[src/rtl/core/mpsm_pkg.sv]
// Shared constants, command codes and the control bundle for the signature matcher.
`timescale 1ns / 1ps
package mpsm_pkg;

  localparam int DEF_NUM_ENTRIES = 8;
  localparam int DEF_MAX_LEN     = 64;

  localparam int CMD_W   = 2;
  localparam int ENTRY_W = 3;
  localparam int POS_W   = 6;
  localparam int BYTE_W  = 8;
  localparam int LEN_W   = 7;
  localparam int TPL_BYTES = 64;

  localparam logic [CMD_W-1:0] CMD_LOAD_BYTE = 2'd0;
  localparam logic [CMD_W-1:0] CMD_SET_LEN   = 2'd1;
  localparam logic [CMD_W-1:0] CMD_PACKET    = 2'd2;

  typedef struct packed {
    // load side, valid in the accept cycle
    logic               ld_byte;
    logic               ld_len;
    logic               ld_kind;
    logic [ENTRY_W-1:0] ld_entry;
    logic [POS_W-1:0]   ld_pos;
    logic [BYTE_W-1:0]  ld_data;
    logic               ld_care;
    logic [LEN_W-1:0]   ld_len_val;
    // template read address for the byte being accepted
    logic               rd_kind;
    logic [POS_W-1:0]   rd_pos;
    // compare stage, in the cycle after accept
    logic               cmp_valid;
    logic               cmp_last;
    logic               cmp_kind;
    logic               cmp_pos_ok;
    logic [POS_W-1:0]   cmp_pos;
    logic [BYTE_W-1:0]  cmp_byte;
    logic [LEN_W-1:0]   cmp_cnt;
    // priority token moves one cell per cycle
    logic               resolve;
  } cell_ctl_t;

endpackage

[src/rtl/core/mpsm_ctrl.sv]
// Command decode, byte counter, compare-stage registers and result sequencer.
`timescale 1ns / 1ps
module mpsm_ctrl
  import mpsm_pkg::*;
#(
  parameter int NUM_ENTRIES = DEF_NUM_ENTRIES,
  parameter int MAX_LEN     = DEF_MAX_LEN
) (
  input  logic               clk,
  input  logic               rst,
  input  logic               start,
  input  logic [CMD_W-1:0]   cmd,
  input  logic               kind,
  input  logic [ENTRY_W-1:0] entry,
  input  logic [POS_W-1:0]   position,
  input  logic [BYTE_W-1:0]  data_byte,
  input  logic               care,
  input  logic [LEN_W-1:0]   length,
  input  logic               last_byte,
  output logic               busy,
  output logic               done,
  output cell_ctl_t          ctl
);

  localparam int EW = (NUM_ENTRIES > 1) ? $clog2(NUM_ENTRIES) : 1;
  localparam int CW = $clog2(MAX_LEN + 1);
  localparam int XW = (CW > LEN_W) ? CW : LEN_W;

  localparam logic [1:0] ST_IDLE    = 2'd0;
  localparam logic [1:0] ST_EVAL    = 2'd1;
  localparam logic [1:0] ST_RESOLVE = 2'd2;
  localparam logic [1:0] ST_DONE    = 2'd3;

  logic [1:0]    state;
  logic [1:0]    state_next;
  logic [EW-1:0] rcnt;
  logic [CW-1:0] cnt;
  logic [CW-1:0] cnt_inc;

  logic [XW-1:0] cnt_x;
  logic [XW-1:0] inc_x;
  logic          acc;
  logic          pkt_acc;

  logic          cmp_valid;
  logic          cmp_last;
  logic          cmp_kind;
  logic          cmp_pos_ok;
  logic [POS_W-1:0]  cmp_pos;
  logic [BYTE_W-1:0] cmp_byte;
  logic [LEN_W-1:0]  cmp_cnt;

  assign busy    = (state != ST_IDLE);
  assign done    = (state == ST_DONE);
  assign acc     = start && !busy;
  assign pkt_acc = acc && (cmd == CMD_PACKET);

  assign cnt_inc = (cnt < CW'(MAX_LEN)) ? cnt + 1'b1 : cnt;
  assign cnt_x   = XW'(cnt);
  assign inc_x   = XW'(cnt_inc);

  always_comb begin
    ctl            = '0;
    ctl.ld_byte    = acc && (cmd == CMD_LOAD_BYTE);
    ctl.ld_len     = acc && (cmd == CMD_SET_LEN);
    ctl.ld_kind    = kind;
    ctl.ld_entry   = entry;
    ctl.ld_pos     = position;
    ctl.ld_data    = data_byte;
    ctl.ld_care    = care;
    ctl.ld_len_val = length;
    ctl.rd_kind    = kind;
    ctl.rd_pos     = cnt_x[POS_W-1:0];
    ctl.cmp_valid  = cmp_valid;
    ctl.cmp_last   = cmp_last;
    ctl.cmp_kind   = cmp_kind;
    ctl.cmp_pos_ok = cmp_pos_ok;
    ctl.cmp_pos    = cmp_pos;
    ctl.cmp_byte   = cmp_byte;
    ctl.cmp_cnt    = cmp_cnt;
    ctl.resolve    = (state == ST_RESOLVE);
  end

  always_comb begin
    state_next = state;
    case (state)
      ST_IDLE:    if (pkt_acc && last_byte) state_next = ST_EVAL;
      ST_EVAL:    state_next = ST_RESOLVE;
      ST_RESOLVE: if (rcnt == EW'(NUM_ENTRIES - 1)) state_next = ST_DONE;
      ST_DONE:    state_next = ST_IDLE;
      default:    state_next = ST_IDLE;
    endcase
  end

  always_ff @(posedge clk) begin
    if (rst) begin
      state     <= ST_IDLE;
      rcnt      <= '0;
      cnt       <= '0;
      cmp_valid <= 1'b0;
      cmp_last  <= 1'b0;
    end else begin
      state     <= state_next;
      cmp_valid <= pkt_acc;
      cmp_last  <= pkt_acc && last_byte;
      if (state == ST_RESOLVE) begin
        rcnt <= rcnt + 1'b1;
      end else begin
        rcnt <= '0;
      end
      if (pkt_acc) begin
        cnt <= last_byte ? '0 : cnt_inc;
      end
    end
  end

  // compare-stage payload
  always_ff @(posedge clk) begin
    if (pkt_acc) begin
      cmp_kind   <= kind;
      cmp_pos_ok <= (cnt_x < XW'(TPL_BYTES));
      cmp_pos    <= cnt_x[POS_W-1:0];
      cmp_byte   <= data_byte;
      // lengths top out at 127, so a clipped count compares the same
      cmp_cnt    <= (inc_x > XW'(127)) ? 7'd127 : inc_x[LEN_W-1:0];
    end
  end

`ifndef SYNTHESIS
  a_last_starts_eval: assert property (@(posedge clk) disable iff (rst)
    (pkt_acc && last_byte) |=> (state == ST_EVAL && cmp_last))
    else $error("last byte did not start evaluation");

  a_cmp_follows_accept: assert property (@(posedge clk) disable iff (rst)
    cmp_valid |-> $past(pkt_acc))
    else $error("compare stage without a packet byte");

  a_done_releases: assert property (@(posedge clk) disable iff (rst)
    done |=> !busy)
    else $error("busy held after result");

  a_rcnt_bound: assert property (@(posedge clk) disable iff (rst)
    (state == ST_RESOLVE) |-> (rcnt <= EW'(NUM_ENTRIES - 1)))
    else $error("resolve counter overran");

  a_count_cleared: assert property (@(posedge clk) disable iff (rst)
    (state == ST_EVAL) |-> (cnt == '0))
    else $error("byte count not cleared at packet end");
`endif

endmodule

[config.mk]
export PLATFORM = sky130hd
export DESIGN_NAME = mpsm_ctrl
export DESIGN_NICKNAME = d
export VERILOG_FILES = /design/src/rtl/core/mpsm_pkg.sv /design/src/rtl/core/mpsm_ctrl.sv
export SDC_FILE = /design/constraint.sdc
export NUM_CORES = 1
export LEC_CHECK = 0
export ABC_AREA = 1
export BUFFER_PORTS_ARGS = -buffer_cell sky130_fd_sc_hd__buf_2
export CORE_MARGIN = 3
export CORE_UTILIZATION = 31
export CTS_CLUSTER_DIAMETER = 40
export DETAILED_ROUTE_END_ITERATION = 10
export SYNTH_ARGS = -nofsm -noshare
export SYNTH_HDL_FRONTEND = slang
export SYNTH_SLANG_ARGS = --single-unit
[constraint.sdc]
create_clock -name clk -period 3.5 [get_ports clk]
set_clock_uncertainty 0.05 [all_clocks]
set_input_delay 0.525 -clock clk [delete_from_list [all_inputs] [get_ports clk]]
set_output_delay 0.525 -clock clk [all_outputs]
set_load 0.02 [all_outputs]
==> impl_metrics.ini <==
[run_status]
status = finished, final reports clean

[cts]
postCtsSetupRepairBufs = 0
numCtsBuffers = 5
ctsHoldBuffers = 0
cts-resized-gates = 0
cts-root-buf = clkbuf_8
clk_latency_ps = 290
path_clk_slew_ps = 70
cts_buffer_depth = 2
h-tree-depth = 2
cts_tree = built
cts.sink_count = 37

[routing]
first_iter_violations = 32
drcViolationCount = 0
wl_um = 2900
vias = 1113
dr.pass1.iters = 3
post_drt_wl_per_cell_um = 10.8
ant_nets = 0
vias_per_cell = 4.14

[pwr]
leakage_nw = 0.894
p_per_area_mw_per_mm2 = 553
ir_drop_v = 0.000237

[worst_hold_path]
worstHoldPathCells = 1
hold_end = rcnt[0]
hp-start = rcnt[0]
hp-class = reg2reg

[synth]
yosys_register_bits = 37
netlist_instances = 169
synth_area_per_cell_um2 = 10.4
yosys_warnings = 0
synth.cell_area_mm2 = 0.00175
yosys-top-cells-area = edfxtp_1 39%, dfxtp_1 16%, buf_4 16%, nand2_1 6.2%, ha_1 5.0%
synth-edff-count = 23
yosys.area.top_type = edfxtp_1
synth_most_common_cell = buf_4
synthFlopType = edfxtp_1
seq_area_frac_synth_pct = 55.5
synthArstFlopShare_pct = 0
synth_nets = 208
synthTopCellsByCount = 37 x buf_4, 29 x nand2_1, 23 x edfxtp_1
synth.distinct_cells = 23
synth_top_area_share_pct = 39.5

[placement]
gp_congestion = 0.765
pre_cts_ws_ps = 1390
place_hpwl_um = 2210
placed_cell_area_mm2 = 0.00185
portBuffers = 60

[sta]
setup_ws_ps = 1420
maxSlewViolCount = 0
post-route-min-period_ps = 2080
rsz0062_at_grt = false
fmax_ghz = 0.481
tns_ps = 0
fin_crit_sh_pct = 59.4
hold_violations = 0
finalSetupViolCount = 0
tightest_slew_ps = 700
maxSlewHeadroom_pct = 53.2

[grt]
met3_usage_pct = 3.44
grtUsageMet1_pct = 10.7
grt_overflow = 0
grt_pass1_wl_um = 4710
gr-usage-all-layers_pct = 9.38
grt-busiest-layer = met2
grt_pass1_vias = 1065
grt_max_degree = 26
grtUsageMet2_pct = 15.4
antenna_found_initial = 0

[finish]
fill_cells = 543
drive_above_1_share_pct = 37.7
stdcell_area_mm2 = 0.00197
nets = 237
antennaDiodeCount = 0
syn2layout_area_growth_pct = 12.5

[run]
maxCapViolations = 0

[setup_path]
r2r-end = state[1]
crit_type = reg2reg
rr_worst_depth = 9
crit_arrival_ps = 2220
cp_max_fo = 25
startpoint_type = register
critPathRequiredTime_ps = 3640
ff2ff_setup_slack_ps = 1420
r2r-start = state[0]
crit_path_end_kind = register

[floorplanning]
start_util_pct = 33.2
die_x_um = 81.1
row_count = 26
dieArea_mm2 = 0.00658
die_h_um = 81.1
coreArea_mm2 = 0.00527
ios = 95
worst max-delay path, stage by stage, from the launching register on:
cell	delay, ps
dfxtp_1	340
inv_1	100
ha_1	230
nand2_2	100
nor2_4	570
nand2_1	210
nand2_1	180
nand3b_1	90
nand2_1	60
nor2_1	40
where the power goes:
| part | internal (mW) | leakage (nW) | switching (mW) | total, mW |
|---|---|---|---|---|
| registers | 0.496 | 0.321 | 0.0137 | 0.509 |
| clock network | 0.232 | 0.0574 | 0.150 | 0.381 |
| logic | 0.0654 | 0.515 | 0.132 | 0.197 |
| total | 0.793 | 0.894 | 0.295 | 1.09 |
cells in the final DEF (no fill, tap or decap), types with 5 or more instances in the layout:
cell       n
buf_2     60
dfxtp_1   14
nor2_1    11
ha_1       7
nand2_1   29
nand3_1    5
edfxtp_1  23
inv_1     16
clkbuf_8   6
a21oi_1    9
stage by stage:
step / cells / utilization (%) / hold WS [ps] / power [mW]
2_1_floorplan: 169 / - / 349 / 0.696
3_3_place_gp: 261 / 35.1 / 363 / 0.717
3_5_place_dp: 261 / 35.1 / 364 / 0.721
4_1_cts: 269 / 37.3 / 365 / 1.11
5_1_grt: 269 / 37.3 / 362 / 1.15
6_report: 269 / 37.3 / 372 / 1.09
area by class of cell:
cell class                 count  area [um^2]  share of cell area (%)
clock buffer                   6         82.6                    4.20
clock inverter                 2         37.5                    1.91
inverter                      18         70.1                    3.56
multi-input combinational     76          419                    21.3
sequential                    37          971                    49.3
tap                           70         87.6                    4.45
timing repair buffer          60          300                    15.3
registers in the layout (all words and copies together), names as in the netlist:
signal / cells
state: 2
cmp_kind: 1
cmp_valid: 1
rcnt: 3
cmp_pos_ok: 1
cnt: 7
cmp_cnt: 7
cmp_pos: 6
cmp_last: 1
cmp_byte: 8
how the worst max path moves through the flow:
stage                        start        to  slack, ps  cells past startpoint
after floorplan           state[0]  state[1]       1770                      9
after global placement    state[0]  state[1]       1440                      9
after detailed placement  state[0]  state[1]       1390                      9
after CTS                 state[0]  state[1]       1370                      9
after global routing      state[0]  state[1]       1200                      9
final                     state[0]  state[1]       1420                      9
logic make-up (layout without fill, tap and decap cells):
family	after synthesis	in the layout	share of synthesized area, %
buffers and inverters	56	86	20.5
adders and majority gates	7	7	5.01
DFF	37	37	55.5
AOI/OAI and AO/OA	11	11	3.15
and+or+nand+nor	57	57	15.3
xor gates and xnor gates	1	1	0.501
routing by layer:
metal,share of wire (%),up-vias
li1,-,564
met1,42,489
met2,44,49
met3,12,11
met4,2.2,0
met5,0,-
(Power assumes the default switching activity.)
