===== src/rtl/core/mpsm_pkg.sv =====
// Shared constants, command codes and the control bundle for the signature matcher.
`timescale 1ns / 1ps
package mpsm_pkg;

  localparam int DEF_NUM_ENTRIES = 8;
  localparam int DEF_MAX_LEN     = 64;

  localparam int CMD_W   = 2;
  localparam int ENTRY_W = 3;
  localparam int POS_W   = 6;
  localparam int BYTE_W  = 8;
  localparam int LEN_W   = 7;
  localparam int TPL_BYTES = 64;

  localparam logic [CMD_W-1:0] CMD_LOAD_BYTE = 2'd0;
  localparam logic [CMD_W-1:0] CMD_SET_LEN   = 2'd1;
  localparam logic [CMD_W-1:0] CMD_PACKET    = 2'd2;

  typedef struct packed {
    // load side, valid in the accept cycle
    logic               ld_byte;
    logic               ld_len;
    logic               ld_kind;
    logic [ENTRY_W-1:0] ld_entry;
    logic [POS_W-1:0]   ld_pos;
    logic [BYTE_W-1:0]  ld_data;
    logic               ld_care;
    logic [LEN_W-1:0]   ld_len_val;
    // template read address for the byte being accepted
    logic               rd_kind;
    logic [POS_W-1:0]   rd_pos;
    // compare stage, in the cycle after accept
    logic               cmp_valid;
    logic               cmp_last;
    logic               cmp_kind;
    logic               cmp_pos_ok;
    logic [POS_W-1:0]   cmp_pos;
    logic [BYTE_W-1:0]  cmp_byte;
    logic [LEN_W-1:0]   cmp_cnt;
    // priority token moves one cell per cycle
    logic               resolve;
  } cell_ctl_t;

endpackage


===== src/rtl/core/mpsm_cell.sv =====
// One signature entry: template memory, lengths, match bit and priority hop.
`timescale 1ns / 1ps
module mpsm_cell
  import mpsm_pkg::*;
#(
  parameter int NUM_ENTRIES = DEF_NUM_ENTRIES,
  parameter int CELL_IDX    = 0,
  localparam int EW         = (NUM_ENTRIES > 1) ? $clog2(NUM_ENTRIES) : 1
) (
  input  logic                 clk,
  input  logic                 rst,
  input  cell_ctl_t            ctl,
  input  logic                 fnd_in,
  input  logic [EW-1:0]        idx_in,
  output logic                 fnd_out,
  output logic [EW-1:0]        idx_out
);

  localparam logic [5:0]    MY_ENTRY = 6'(CELL_IDX);
  localparam logic [EW-1:0] MY_IDX   = EW'(CELL_IDX);

  // {care, byte} per template position, both kinds
  logic [BYTE_W:0] mem [0:2*TPL_BYTES-1];
  logic [BYTE_W:0] rd_q;
  logic [LEN_W-1:0] len_r [0:1];
  logic sm;
  logic hit;

  logic             sel;
  logic [LEN_W-1:0] len_k;
  logic             mism;

  assign sel   = ({3'b000, ctl.ld_entry} == MY_ENTRY);
  assign len_k = len_r[ctl.cmp_kind];
  assign mism  = ctl.cmp_pos_ok && rd_q[BYTE_W] && ({1'b0, ctl.cmp_pos} < len_k)
                 && (rd_q[BYTE_W-1:0] != ctl.cmp_byte);

  always_ff @(posedge clk) begin
    if (ctl.ld_byte && sel) begin
      mem[{ctl.ld_kind, ctl.ld_pos}] <= {ctl.ld_care, ctl.ld_data};
    end
    rd_q <= mem[{ctl.rd_kind, ctl.rd_pos}];
  end

  always_ff @(posedge clk) begin
    if (rst) begin
      len_r[0] <= '0;
      len_r[1] <= '0;
      sm       <= 1'b1;
      hit      <= 1'b0;
      fnd_out  <= 1'b0;
      idx_out  <= '0;
    end else begin
      if (ctl.ld_len && sel) begin
        len_r[ctl.ld_kind] <= ctl.ld_len_val;
      end
      if (ctl.cmp_valid) begin
        if (ctl.cmp_last) begin
          hit <= sm && !mism && (len_k != '0) && (ctl.cmp_cnt >= len_k);
          sm  <= 1'b1;
        end else if (mism) begin
          sm <= 1'b0;
        end
      end
      if (ctl.resolve) begin
        fnd_out <= fnd_in || hit;
        idx_out <= fnd_in ? idx_in : MY_IDX;
      end
    end
  end

endmodule


===== config.mk =====
export PLATFORM = sky130hd
export DESIGN_NAME = mpsm_cell
export DESIGN_NICKNAME = d
export VERILOG_FILES = /design/src/rtl/core/mpsm_pkg.sv /design/src/rtl/core/mpsm_cell.sv
export SDC_FILE = /design/constraint.sdc
export NUM_CORES = 1
export LEC_CHECK = 0
export BUFFER_PORTS_ARGS = -buffer_cell sky130_fd_sc_hd__buf_2
export CORE_MARGIN = 4
export CORE_UTILIZATION = 50
export CTS_CLUSTER_SIZE = 16
export DETAILED_ROUTE_END_ITERATION = 10
export HOLD_SLACK_MARGIN = 0.05
export PLACE_DENSITY_LB_ADDON = 0.3
export RECOVER_POWER = 25
export SLEW_MARGIN = 20
export SYNTH_ARGS = -nofsm -noshare
export SYNTH_HDL_FRONTEND = slang
export SYNTH_SLANG_ARGS = --single-unit

===== constraint.sdc =====
create_clock -name clk -period 5 [get_ports clk]
set_input_delay 1 -clock clk [delete_from_list [all_inputs] [get_ports clk]]
set_output_delay 1 -clock clk [all_outputs]
set_load 0.01 [all_outputs]

==> flow_results.xml <==
<?xml version="1.0" encoding="UTF-8"?>
<metrics>
  <group name="run_status">
    <metric name="status" unit="">complete, but fails checks</metric>
    <metric name="violations" unit="">capacitance limit, slew limit</metric>
  </group>
  <group name="clock_tree">
    <metric name="cts-resized-gates" unit="">0</metric>
    <metric name="cts_setup_buffers" unit="">0</metric>
    <metric name="clock_tree_from_tritoncts" unit="">done</metric>
    <metric name="postCtsHoldBufs" unit="">0</metric>
    <metric name="worst_skew_pair.late_latency" unit="ps">690</metric>
    <metric name="cts_inserted_buffers" unit="">111</metric>
    <metric name="cts_max_level" unit="">3</metric>
    <metric name="clk_pin_slew" unit="ps">70</metric>
    <metric name="cts.root.buffer_cell" unit="">sky130_fd_sc_hd__clkbuf_16</metric>
    <metric name="clock-sinks" unit="">1181</metric>
    <metric name="cts_max_path_buffers" unit="">3</metric>
  </group>
  <group name="global_routing">
    <metric name="via_count_of_the_first_global_routing_pass" unit="">23000</metric>
    <metric name="pin_count_of_the_biggest_net_entering_global_routing" unit="">98</metric>
    <metric name="grt_antenna_before_repair" unit="">4</metric>
    <metric name="global_route.usage.met1" unit="%">29.1</metric>
    <metric name="globalRoute.totalOverflow" unit="">0</metric>
    <metric name="grt_pass1_wl" unit="um">153000</metric>
    <metric name="grt_util_met2" unit="%">34.7</metric>
    <metric name="grt_most_used_layer" unit="">met2</metric>
    <metric name="use_met3" unit="%">4.10</metric>
    <metric name="track_usage" unit="%">21.2</metric>
  </group>
  <group name="critical_path">
    <metric name="timing.critical_path.cells" unit="">clkbuf_1 -&gt; buf_4</metric>
    <metric name="max_stage_delay" unit="ps">2550</metric>
    <metric name="crit_family" unit="">buffers and inverters</metric>
    <metric name="reg2regPathDepth" unit="">6</metric>
    <metric name="reg2reg_to" unit="">rd_q[4]</metric>
    <metric name="critical_path_arrival" unit="ps">4400</metric>
    <metric name="worst_path_max_delay_cell" unit="">sky130_fd_sc_hd__clkbuf_1</metric>
    <metric name="timing.critical_path.buf_inv" unit="">2</metric>
    <metric name="timing.critical_path.fanout_max" unit="">81</metric>
    <metric name="regToRegStartpoint" unit="">mem[93][4]</metric>
    <metric name="worst-endpoint-required" unit="ps">5410</metric>
    <metric name="class_of_the_most_critical_setup_path" unit="">in2reg</metric>
    <metric name="crit_path_start_kind" unit="">input pin</metric>
    <metric name="setup_slack_of_the_worst_register_to_register_path" unit="ps">2470</metric>
    <metric name="worstSetupEndpointType" unit="">flip-flop</metric>
  </group>
  <group name="synthesis">
    <metric name="most_instantiated_library_cell_after_synthesis" unit="">sky130_fd_sc_hd__edfxtp_1</metric>
    <metric name="post_synth_main_area_contributors" unit="">sky130_fd_sc_hd__edfxtp_1, sky130_fd_sc_hd__mux4_2, sky130_fd_sc_hd__mux2_2, sky130_fd_sc_hd__mux2i_1, sky130_fd_sc_hd__a22oi_1</metric>
    <metric name="ys_top_cells_by_count" unit="">sky130_fd_sc_hd__edfxtp_1, sky130_fd_sc_hd__mux4_2, sky130_fd_sc_hd__nor2_1, sky130_fd_sc_hd__a22oi_1, sky130_fd_sc_hd__mux2i_1</metric>
    <metric name="synthesis.nets" unit="">2296</metric>
    <metric name="synth_top_area_share" unit="%">76.5</metric>
    <metric name="postSynthCellCount" unit="">2217</metric>
    <metric name="post_synth.cell_area_avg" unit="um^2">20.7</metric>
    <metric name="asyncSetResetFlopFracSynth" unit="%">0</metric>
    <metric name="dominantRegCellSynth" unit="">sky130_fd_sc_hd__edfxtp_1</metric>
    <metric name="post_synth_and_or_nand_nor_area_fraction" unit="%">2.49</metric>
    <metric name="synth_adder_area_share" unit="%">0.328</metric>
    <metric name="share_of_the_synthesized_area_in_compound_gates_ao_oa_aoi_oai" unit="%">4.36</metric>
    <metric name="distinct_cells_synth" unit="">48</metric>
    <metric name="dominant_combinational_cell_family_by_area_after_synthesis" unit="">multiplexers</metric>
    <metric name="yosysWarnings" unit="">0</metric>
    <metric name="synth_enable_flop_cells" unit="">1166</metric>
    <metric name="synthesis.area" unit="mm^2">0.0458</metric>
    <metric name="part_of_the_yosys_area_used_for_sequential_elements" unit="%">77.1</metric>
    <metric name="yosys.area_share.xor_xnor" unit="%">0.153</metric>
    <metric name="synth-seq-cells" unit="">1181</metric>
    <metric name="muxShareOfSynthArea" unit="%">14.1</metric>
    <metric name="post-synth-top-area-cell" unit="">sky130_fd_sc_hd__edfxtp_1</metric>
  </group>
  <group name="worst_hold_path">
    <metric name="hold_depth" unit="">2</metric>
    <metric name="hp-start" unit="">hit</metric>
    <metric name="min_path_type" unit="">reg2reg</metric>
    <metric name="whs_endpoint" unit="">hit</metric>
  </group>
  <group name="route">
    <metric name="ant_nets" unit="">0</metric>
    <metric name="route.final.wire_length" unit="um">103000</metric>
    <metric name="first_iter_violations" unit="">2304</metric>
    <metric name="num_vias" unit="">22300</metric>
    <metric name="first_pass_iters" unit="">5</metric>
    <metric name="drc" unit="">0</metric>
    <metric name="wl_per_cell" unit="um">28.6</metric>
    <metric name="vias_per_cell" unit="">6.20</metric>
  </group>
  <group name="floorplan">
    <metric name="chip_height" unit="um">311</metric>
    <metric name="boundaryPins" unit="">71</metric>
    <metric name="die_x" unit="um">311</metric>
    <metric name="die_area" unit="mm^2">0.0965</metric>
    <metric name="initial_utilization" unit="%">50.6</metric>
    <metric name="core_region_area" unit="mm^2">0.0904</metric>
    <metric name="floorplan.rows" unit="">110</metric>
  </group>
  <group name="power_and_ir_drop">
    <metric name="internal-power" unit="mW">16.0</metric>
    <metric name="p_comb_share" unit="%">4.7</metric>
    <metric name="total_net_switching_power" unit="mW">4.19</metric>
    <metric name="power.leakage" unit="nW">15.9</metric>
    <metric name="power-per-cell-area" unit="mW/mm^2">395</metric>
    <metric name="ir_drop" unit="uV">258</metric>
    <metric name="power_frac_seq" unit="%">54.2</metric>
    <metric name="power.share.clock" unit="%">41.1</metric>
    <metric name="p_sw_share" unit="%">20.8</metric>
    <metric name="total_power" unit="mW">20.2</metric>
  </group>
  <group name="timing">
    <metric name="relSlewSlack" unit="%">-153</metric>
    <metric name="tns" unit="ps">0</metric>
    <metric name="fin_ws" unit="ps">1010</metric>
    <metric name="clock_skew" unit="ps">23.7</metric>
    <metric name="timing.final.crit_period" unit="ps">3990</metric>
    <metric name="final-setup-viol-count" unit="">0</metric>
    <metric name="fmaxAchievable" unit="MHz">251</metric>
    <metric name="hold_violations_final" unit="">0</metric>
    <metric name="worst_margin_slew" unit="ps">3800</metric>
    <metric name="setup_repair_after_global_routing_missed_its_margin" unit="">false</metric>
    <metric name="timing.final.crit_share" unit="%">79.8</metric>
    <metric name="final_max_slew_viol_count" unit="">324</metric>
    <metric name="hold_ws" unit="ps">479</metric>
  </group>
  <group name="cells_and_area">
    <metric name="instances_no_fill" unit="">3599</metric>
    <metric name="layout-area-overhead-vs-synth" unit="%">11.5</metric>
    <metric name="filler_cell_count" unit="">6525</metric>
    <metric name="finalInstanceArea" unit="mm^2">0.0511</metric>
    <metric name="finalNetCount" unit="">2409</metric>
    <metric name="post_route_cells_drive_above_1_share" unit="%">24.0</metric>
    <metric name="fin_util" unit="%">56.5</metric>
  </group>
  <group name="placement">
    <metric name="numPlacedInstances" unit="">3392</metric>
    <metric name="dpl-instance-area" unit="mm^2">0.0475</metric>
    <metric name="place.port_buffers" unit="">70</metric>
    <metric name="placement.setup.worst_slack" unit="ps">846</metric>
    <metric name="gpl.final_weighted_congestion" unit="">0.836</metric>
    <metric name="post-dp-hpwl" unit="um">63400</metric>
  </group>
  <group name="flow_run">
    <metric name="max_cap_viols" unit="">6</metric>
  </group>
</metrics>
## power groups by stage
stage          clock network (mW)  registers, mW  logic [mW]
4_1_cts                      8.40           10.9       0.954
2_1_floorplan                   0           11.1       0.533
6_report                     8.30           10.9       0.947
5_1_grt                      8.85           10.9        1.01
3_3_place_gp                    0           11.1       0.926
3_5_place_dp                    0           11.1       0.951
## state kept, by name, indices dropped and copies added, names as in the netlist
name     count
fnd_out      1
hit          1
idx_out      3
len_r       14
mem       1152
rd_q         9
sm           1
## cell type report
cell class	instances	area [um^2]	share of cell area, %
diodes	2	5.00	0.00980
clock buffers	149	3070	6.02
clock inverters	55	528	1.03
inverters	2	7.51	0.0147
multi-input cells	913	9850	19.3
flip-flops and latches	1181	35300	69.1
well taps	1176	1470	2.88
repair buffers	121	831	1.63
## cells in the final DEF (no fill, tap or decap), types with 4 or more instances in the layout
cell                         count
sky130_fd_sc_hd__mux4_2        216
sky130_fd_sc_hd__mux2i_1        78
sky130_fd_sc_hd__nand2_1        22
sky130_fd_sc_hd__clkbuf_8        9
sky130_fd_sc_hd__clkinv_1       16
sky130_fd_sc_hd__o221ai_1       27
sky130_fd_sc_hd__a221oi_2        4
sky130_fd_sc_hd__and2_1         15
sky130_fd_sc_hd__mux2_2         73
sky130_fd_sc_hd__o21ai_0        40
sky130_fd_sc_hd__dfxtp_1        15
sky130_fd_sc_hd__buf_12          5
sky130_fd_sc_hd__nand3_1        12
sky130_fd_sc_hd__bufinv_16       8
sky130_fd_sc_hd__buf_4          47
sky130_fd_sc_hd__xnor2_1         8
sky130_fd_sc_hd__a221o_1        18
sky130_fd_sc_hd__buf_2          58
sky130_fd_sc_hd__clkinv_2       20
sky130_fd_sc_hd__a22oi_1        90
sky130_fd_sc_hd__edfxtp_1     1166
sky130_fd_sc_hd__ha_1           12
sky130_fd_sc_hd__clkbuf_1       34
sky130_fd_sc_hd__nor3_1         10
sky130_fd_sc_hd__nand2b_1        7
sky130_fd_sc_hd__or2_2           4
sky130_fd_sc_hd__nor2_1        154
sky130_fd_sc_hd__o22ai_1        27
sky130_fd_sc_hd__a221oi_1       14
sky130_fd_sc_hd__a22o_1         18
sky130_fd_sc_hd__clkbuf_16     114
sky130_fd_sc_hd__clkinvlp_4      5
sky130_fd_sc_hd__nor2b_1         8
sky130_fd_sc_hd__a21oi_1        25
## per-layer routing
metal  wire length [um]  part of all wire, %
met4               3310                  3.2
met3               7900                  7.7
met5                 27                0.026
met2              50500                   49
met1              41000                   40
## logic make-up (layout without fill, tap and decap cells)
logic type | after synthesis | count (layout)
flip-flops | 1181 | 1181
XOR/XNOR | 8 | 8
AO/OA/AOI/OAI | 272 | 272
other | 0 | 2
AND/OR/NAND/NOR | 254 | 254
adder cells (fa/ha/maj) | 12 | 12
buffers and inverters | 123 | 327
multiplexers | 367 | 367
## worst max path at each step
| stage | start | endpoint | cells past startpoint |
|---|---|---|---|
| final | ctl[41] | mem[72][0] | 2 |
| after global routing | ctl[41] | mem[92][0] | 2 |
| after CTS | ctl[26] | rd_q[8] | 8 |
| after detailed placement | ctl[26] | rd_q[8] | 8 |
| after global placement | ctl[26] | rd_q[8] | 8 |
| after floorplan | ctl[23] | hit | 9 |
No activity file was read; power rests on OpenSTA's default activity.
